**config.mk**
```make
export PLATFORM = sky130hd
export DESIGN_NAME = bgi_axis
export DESIGN_NICKNAME = d
export VERILOG_FILES = /design/src/sv/bgi_pkg.sv /design/src/sv/bgi_axis.sv
export SDC_FILE = /design/constraint.sdc
export NUM_CORES = 2
export LEC_CHECK = 0
export BUFFER_PORTS_ARGS = -buffer_cell sky130_fd_sc_hd__buf_2
export CAP_MARGIN = 20
export CORE_UTILIZATION = 50
export CTS_CLUSTER_SIZE = 28
export DETAILED_ROUTE_END_ITERATION = 8
export PLACE_DENSITY = 0.66
export SYNTH_ARGS = -nofsm -noshare
export SYNTH_HDL_FRONTEND = slang
export SYNTH_SLANG_ARGS = --single-unit
```
**constraint.sdc**
```tcl
create_clock -name clk -period 4.07 [get_ports clk]
set_input_delay 0.2035 -clock clk [delete_from_list [all_inputs] [get_ports clk]]
set_output_delay 0.2035 -clock clk [all_outputs]
set_load 0.005 [all_outputs]
```
**src/sv/bgi_pkg.sv**
```systemverilog
// bgi_pkg: shared constants, codes and types for the bilinear grid interpolation block.
// Used by bgi_axis and bilinear_grid_interpolation; depends on nothing.
`default_nettype none
package bgi_pkg;

    localparam int MAX_X_POINTS_DEF = 64;
    localparam int MAX_Y_POINTS_DEF = 64;
    localparam int VALUE_WIDTH_DEF  = 32;

    localparam int CNT_W  = 7;
    localparam int FRAC_W = 17;
    localparam logic [FRAC_W-1:0] FRAC_ONE = 17'h10000;
    localparam logic [CNT_W-1:0]  CNT_RESET = 7'd2;

    localparam logic [1:0] KIND_LOAD_X = 2'd0;
    localparam logic [1:0] KIND_LOAD_Y = 2'd1;
    localparam logic [1:0] KIND_LOAD_G = 2'd2;
    localparam logic [1:0] KIND_QUERY  = 2'd3;

    localparam logic [1:0] ST_OK      = 2'd0;
    localparam logic [1:0] ST_RANGE   = 2'd1;
    localparam logic [1:0] ST_LOADIDX = 2'd2;
    localparam logic [1:0] ST_DEGEN   = 2'd3;

    localparam logic REG_X_COUNT = 1'b0;
    localparam logic REG_Y_COUNT = 1'b1;

    // Result of one axis lookup
    typedef struct packed {
        logic              done;
        logic              range_err;
        logic              degen;
        logic [FRAC_W-1:0] frac;
    } axis_res_t;

endpackage
`default_nettype wire

```
**src/sv/bgi_axis.sv**
```systemverilog
// bgi_axis: one breakpoint axis memory with segment scan and fraction divider.
// Depends on bgi_pkg.
`default_nettype none
module bgi_axis #(
    parameter int MAX_POINTS  = bgi_pkg::MAX_X_POINTS_DEF,
    parameter int VALUE_WIDTH = bgi_pkg::VALUE_WIDTH_DEF,
    localparam int IW = $clog2(MAX_POINTS),
    localparam int NW = IW + 1
) (
    input  wire logic                          clk,
    input  wire logic                          rst_n,
    input  wire logic                          wr_en,
    input  wire logic [IW-1:0]                 wr_addr,
    input  wire logic signed [VALUE_WIDTH-1:0] wr_data,
    input  wire logic                          start,
    input  wire logic [NW-1:0]                 n,
    input  wire logic signed [VALUE_WIDTH-1:0] query,
    output bgi_pkg::axis_res_t                 res,
    output logic [IW-1:0]                      seg
);
    import bgi_pkg::*;

    localparam int VW = VALUE_WIDTH;

    localparam logic [2:0] S_IDLE  = 3'd0;
    localparam logic [2:0] S_SCAN  = 3'd1;
    localparam logic [2:0] S_SWAIT = 3'd2;
    localparam logic [2:0] S_LO    = 3'd3;
    localparam logic [2:0] S_HI    = 3'd4;
    localparam logic [2:0] S_PREP  = 3'd5;
    localparam logic [2:0] S_DIV   = 3'd6;
    localparam logic [2:0] S_DONE  = 3'd7;

    logic signed [VW-1:0] mem [MAX_POINTS];
    logic signed [VW-1:0] rd_data_reg;
    logic [IW-1:0]        rd_addr;

    logic [2:0]        st_reg, st_next;
    logic [IW-1:0]     k_reg, k_next;
    logic              pend_vld_reg, pend_vld_next;
    logic [IW-1:0]     pend_idx_reg, pend_idx_next;
    logic [IW-1:0]     seg_reg, seg_next;
    logic              err_reg, err_next;
    logic              degen_reg, degen_next;
    logic [4:0]        step_reg, step_next;
    logic signed [VW-1:0] q_reg, q_next;
    logic [NW-1:0]     n_reg, n_next;
    logic signed [VW-1:0] lo_reg, lo_next;
    logic [VW:0]       diff_reg, diff_next;
    logic [VW:0]       den_reg, den_next;
    logic [VW:0]       rem_reg, rem_next;
    logic [FRAC_W-1:0] quot_reg, quot_next;

    logic [VW+1:0] rem_sh;
    logic [VW+1:0] trial;

    // Synchronous axis memory, one write and one registered read port
    always_ff @(posedge clk)
    begin
        if (wr_en)
        begin
            mem[wr_addr] <= wr_data;
        end
        rd_data_reg <= mem[rd_addr];
    end

    always_comb
    begin
        st_next       = st_reg;
        k_next        = k_reg;
        pend_vld_next = 1'b0;
        pend_idx_next = pend_idx_reg;
        seg_next      = seg_reg;
        err_next      = err_reg;
        degen_next    = degen_reg;
        step_next     = step_reg;
        q_next        = q_reg;
        n_next        = n_reg;
        lo_next       = lo_reg;
        diff_next     = diff_reg;
        den_next      = den_reg;
        rem_next      = rem_reg;
        quot_next     = quot_reg;
        rd_addr       = k_reg;
        rem_sh        = {rem_reg, ((step_reg == 5'd0) ? diff_reg[0] : 1'b0)};
        trial         = rem_sh - {1'b0, den_reg};

        // Check the breakpoint read back in the previous cycle
        if (pend_vld_reg)
        begin
            if ((pend_idx_reg == '0) && (q_reg < rd_data_reg))
            begin
                err_next = 1'b1;
            end
            if ((NW'(pend_idx_reg) == n_reg - NW'(1)) && (q_reg > rd_data_reg))
            begin
                err_next = 1'b1;
            end
            if ((NW'(pend_idx_reg) <= n_reg - NW'(2)) && (rd_data_reg <= q_reg))
            begin
                seg_next = pend_idx_reg;
            end
        end

        unique case (st_reg)
            S_IDLE, S_DONE:
            begin
                if (start)
                begin
                    q_next     = query;
                    n_next     = n;
                    k_next     = '0;
                    seg_next   = '0;
                    err_next   = 1'b0;
                    degen_next = 1'b0;
                    st_next    = S_SCAN;
                end
            end
            S_SCAN:
            begin
                rd_addr       = k_reg;
                pend_vld_next = 1'b1;
                pend_idx_next = k_reg;
                if (NW'(k_reg) == n_reg - NW'(1))
                begin
                    st_next = S_SWAIT;
                end
                else
                begin
                    k_next = k_reg + IW'(1);
                end
            end
            S_SWAIT:
            begin
                st_next = S_LO;
            end
            S_LO:
            begin
                rd_addr = seg_reg;
                st_next = S_HI;
            end
            S_HI:
            begin
                rd_addr = seg_reg + IW'(1);
                lo_next = rd_data_reg;
                st_next = S_PREP;
            end
            S_PREP:
            begin
                den_next   = {rd_data_reg[VW-1], rd_data_reg} - {lo_reg[VW-1], lo_reg};
                diff_next  = {q_reg[VW-1], q_reg} - {lo_reg[VW-1], lo_reg};
                degen_next = (rd_data_reg <= lo_reg);
                step_next  = '0;
                quot_next  = '0;
                rem_next   = {1'b0, diff_next[VW:1]};
                if (err_reg || degen_next)
                begin
                    st_next = S_DONE;
                end
                else if ({1'b0, diff_next} >= {den_next, 1'b0})
                begin
                    // Quotient would be two or more: saturate
                    quot_next = FRAC_ONE;
                    st_next   = S_DONE;
                end
                else
                begin
                    st_next = S_DIV;
                end
            end
            S_DIV:
            begin
                if (!trial[VW+1])
                begin
                    rem_next  = trial[VW:0];
                    quot_next = {quot_reg[FRAC_W-2:0], 1'b1};
                end
                else
                begin
                    rem_next  = rem_sh[VW:0];
                    quot_next = {quot_reg[FRAC_W-2:0], 1'b0};
                end
                step_next = step_reg + 5'd1;
                if (step_reg == 5'(FRAC_W - 1))
                begin
                    st_next = S_DONE;
                end
            end
            default:
            begin
                st_next = S_IDLE;
            end
        endcase
    end

    always_ff @(posedge clk or negedge rst_n)
    begin
        if (!rst_n)
        begin
            st_reg       <= S_IDLE;
            pend_vld_reg <= 1'b0;
        end
        else
        begin
            st_reg       <= st_next;
            pend_vld_reg <= pend_vld_next;
        end
    end

    always_ff @(posedge clk)
    begin
        k_reg        <= k_next;
        pend_idx_reg <= pend_idx_next;
        seg_reg      <= seg_next;
        err_reg      <= err_next;
        degen_reg    <= degen_next;
        step_reg     <= step_next;
        q_reg        <= q_next;
        n_reg        <= n_next;
        lo_reg       <= lo_next;
        diff_reg     <= diff_next;
        den_reg      <= den_next;
        rem_reg      <= rem_next;
        quot_reg     <= quot_next;
    end

    assign res.done      = (st_reg == S_DONE);
    assign res.range_err = err_reg;
    assign res.degen     = degen_reg;
    assign res.frac      = (quot_reg > FRAC_ONE) ? FRAC_ONE : quot_reg;
    assign seg           = seg_reg;

endmodule
`default_nettype wire

```
==> results.cfg <==
[synth]
mappedNetlistArea_um2 = 93490
synth-edff-count = 2221
yosysMostFrequentCell = edfxtp_1
yosysWarnings = 0
ys_ff_latch = 2264
synth_area_per_cell_um2 = 18.28
synth_common_cells = edfxtp_1, mux4_2, nand2_1
synth-seq-area-share_pct = 72.28
ys_async_sr_fraction_pct = 0.1767
synth_cells = 5115
syn_nets = 5374
ys_types = 93
synth_area_leader_cell = edfxtp_1
synth_top_cell_area_share_pct = 71.34
yosys-top-cells-area = edfxtp_1, mux4_2, ha_1
synthFlopType = edfxtp_1

[setup_path]
worstPathArrival_ps = 5200
path_class = register to register
cp_max_fo = 3
cp-start-kind = register
startpoint = rd_data_reg[0]
timing.rr.start = rd_data_reg[0]
crit_path_end_kind = register
cp.required_ps = 4770

[route]
drc_errors = 0
finalWirelength_um = 232200
drt_iter0_drc = 5261
wl_met3_um = 19060
routed.top_layer = met4
detailedRoute.firstPassIterationCount = 5
vias_per_cell = 5.966
wl_met1_um = 95360
dr_wl_met2_um = 112000
vias = 50000
wl_per_cell_um = 27.71
ant_nets = 0

[die]
core_um2 = 185600
fp-row-count = 158
die-area_um2 = 188700
die_h_um = 434.4
dieWidth_um = 434.4
ios = 107
initial_core_util_pct = 50.36

[power_and_ir_drop]
vdd_drop_max_uv = 1320
power.internal_uw = 58120
p_comb_share_pct = 48.7
power.switching_uw = 35650
p_leak_uw = 0.03709
clkPwrFrac_pct = 21.4
pwr-share-seq_pct = 29.8
p_per_area_nw_per_um2 = 864.5
switching_share_pct = 38.02

[finish]
layout-drive-gt1-share_pct = 25.45
fin_nets = 5969
largest_reg_flops = 2048
area_growth_pct = 16.01
post-route-util_pct = 58.43

[sta]
max_slew_margin_pct = 31.67
drv_slew = 0
fmax_mhz = 221.9
finalCritPeriodShare_pct = 110.8
whs_ps = 24.05
finalWorstSetupSlack_ps = -437.5
finalHoldViolations = 0
rsz0062_at_grt = yes
layout_min_cycle_time_ps = 4508
worst_clock_skew_ps = 86.05
tightest_slew_ps = 1025
finalSetupViolCount = 2

[cts]
cts_buffers = 223
clk_pin_slew_ps = 60
cts_sinks = 2264
clockRootBuffer = clkbuf_16
clk_latency_ps = 890
tritoncts = built
clockBufferDepth = 3
cts-htree-levels = 4

[grt]
grt-ovfl-total = 0
grt_pass1_vias = 50260
antenna_found_initial = 9
grt_max_degree = 75
grt.total_usage_pct = 24.79
grt_pass1_wl_um = 337700

[min_path]
holdCritPathClass = input pin to register
hp-start = wr_data[31]

[status]
status = finished, violations left
violations = setup timing

[placed_design]
place_ws_ps = -788.1
port_buffers = 106
gp_congestion = 0.8495
dpl.hpwl_um = 142700

[job]
max_cap_violations = 0
[cell usage in the layout, fill, tap and decap left out, types with 64 or more instances in the layout]
| cell type | count |
|---|---|
| mux2i_1 | 181 |
| nand3_1 | 163 |
| mux4_2 | 512 |
| inv_1 | 161 |
| nand2_1 | 371 |
| ha_1 | 172 |
| buf_2 | 106 |
| nor2_1 | 184 |
| xnor2_1 | 75 |
| edfxtp_1 | 2221 |
| clkbuf_16 | 226 |
| o21ai_0 | 103 |
| buf_4 | 381 |
| a21oi_1 | 92 |
| dlygate4sd3_1 | 64 |
[worst paths after layout]
check / depth (start not counted) / endpoint / slack, ps
min in group asynchronous: 3 / st_reg[0] / 360
max: 22 / st_reg[0] / -440
min: 2 / mem[42][31] / 20
max in group asynchronous: 3 / st_reg[2] / 3490
min reg2reg: 0 / lo_reg[0] / 440
max reg2reg: 22 / st_reg[0] / -440
[per-layer routing]
layer / track usage, % / up-vias
li1: - / 21620
met1: 34.80 / 26010
met2: 40.10 / 2069
met3: 4.607 / 308
met4: 6.609 / 0
met5: 0 / -
[power by group through the flow]
stage / clock network [µW] / registers [µW] / logic (µW)
floorplan: 0 / 28200 / 28400
global placement: 0 / 28400 / 45200
detailed placement: 0 / 28400 / 45400
CTS: 20400 / 28000 / 45900
global route: 21200 / 28100 / 49000
finish: 20100 / 28000 / 45700
[kinds of logic (layout without fill, tap and decap cells)]
kind of cell / count (synthesis) / count (layout) / synth area share [%]
xor gates and xnor gates: 121 / 121 / 1.134
and+or+nand+nor: 974 / 974 / 4.671
adders and majority gates: 178 / 178 / 2.406
AOI/OAI and AO/OA: 488 / 488 / 3.410
muxes: 698 / 698 / 14.34
buffers and inverters: 392 / 1174 / 1.757
DFF: 2264 / 2264 / 72.28
other: 0 / 4 / 0
[worst max-delay path, stage by stage (launching register included)]
cell      delay (ps)
dfxtp_2          320
inv_2             80
ha_4             140
inv_2             30
fa_2             350
a211oi_2         230
o21bai_2         120
a221oi_4         380
o211ai_2         160
a21oi_2          220
nor2_2            70
o21ai_1          110
or3b_1           360
a21oi_2          190
xor2_1           170
ha_1             270
a21oi_2          170
nor2b_4          170
nand4_1          130
o21ai_2          190
a211oi_2         120
nor4bb_1         290
o21ai_1          100
[through the flow]
stage	power (µW)	cell area, µm²	cells	setup TNS (ps)
after detailed placement	73880	100400	7894	-1573
after global routing	98300	108400	8378	-1362
final	93760	108500	8381	-873.9
after CTS	94210	108400	8373	-966.8
after floorplan	56590	93550	5115	0
after global placement	73650	100400	7893	-1407
[cell type report]
cell class	count	area (µm²)
multi-input cells	2459	25010
diodes	4	10.01
clock buffers	279	5894
well taps	2480	3103
fillers	13620	77170
repair buffers	596	4940
clock inverters	133	1297
flip-flops and latches	2264	67580
inverters	166	623.1
[repair_timing]
item,4_1_cts,5_1_grt
hold buffers,64,0
resized for setup,16,9
setup endpoints to repair,2,23
buffers inserted,3,4
hold endpoints to repair,439,0
pin swaps,10,9
(Power assumes the default switching activity.)
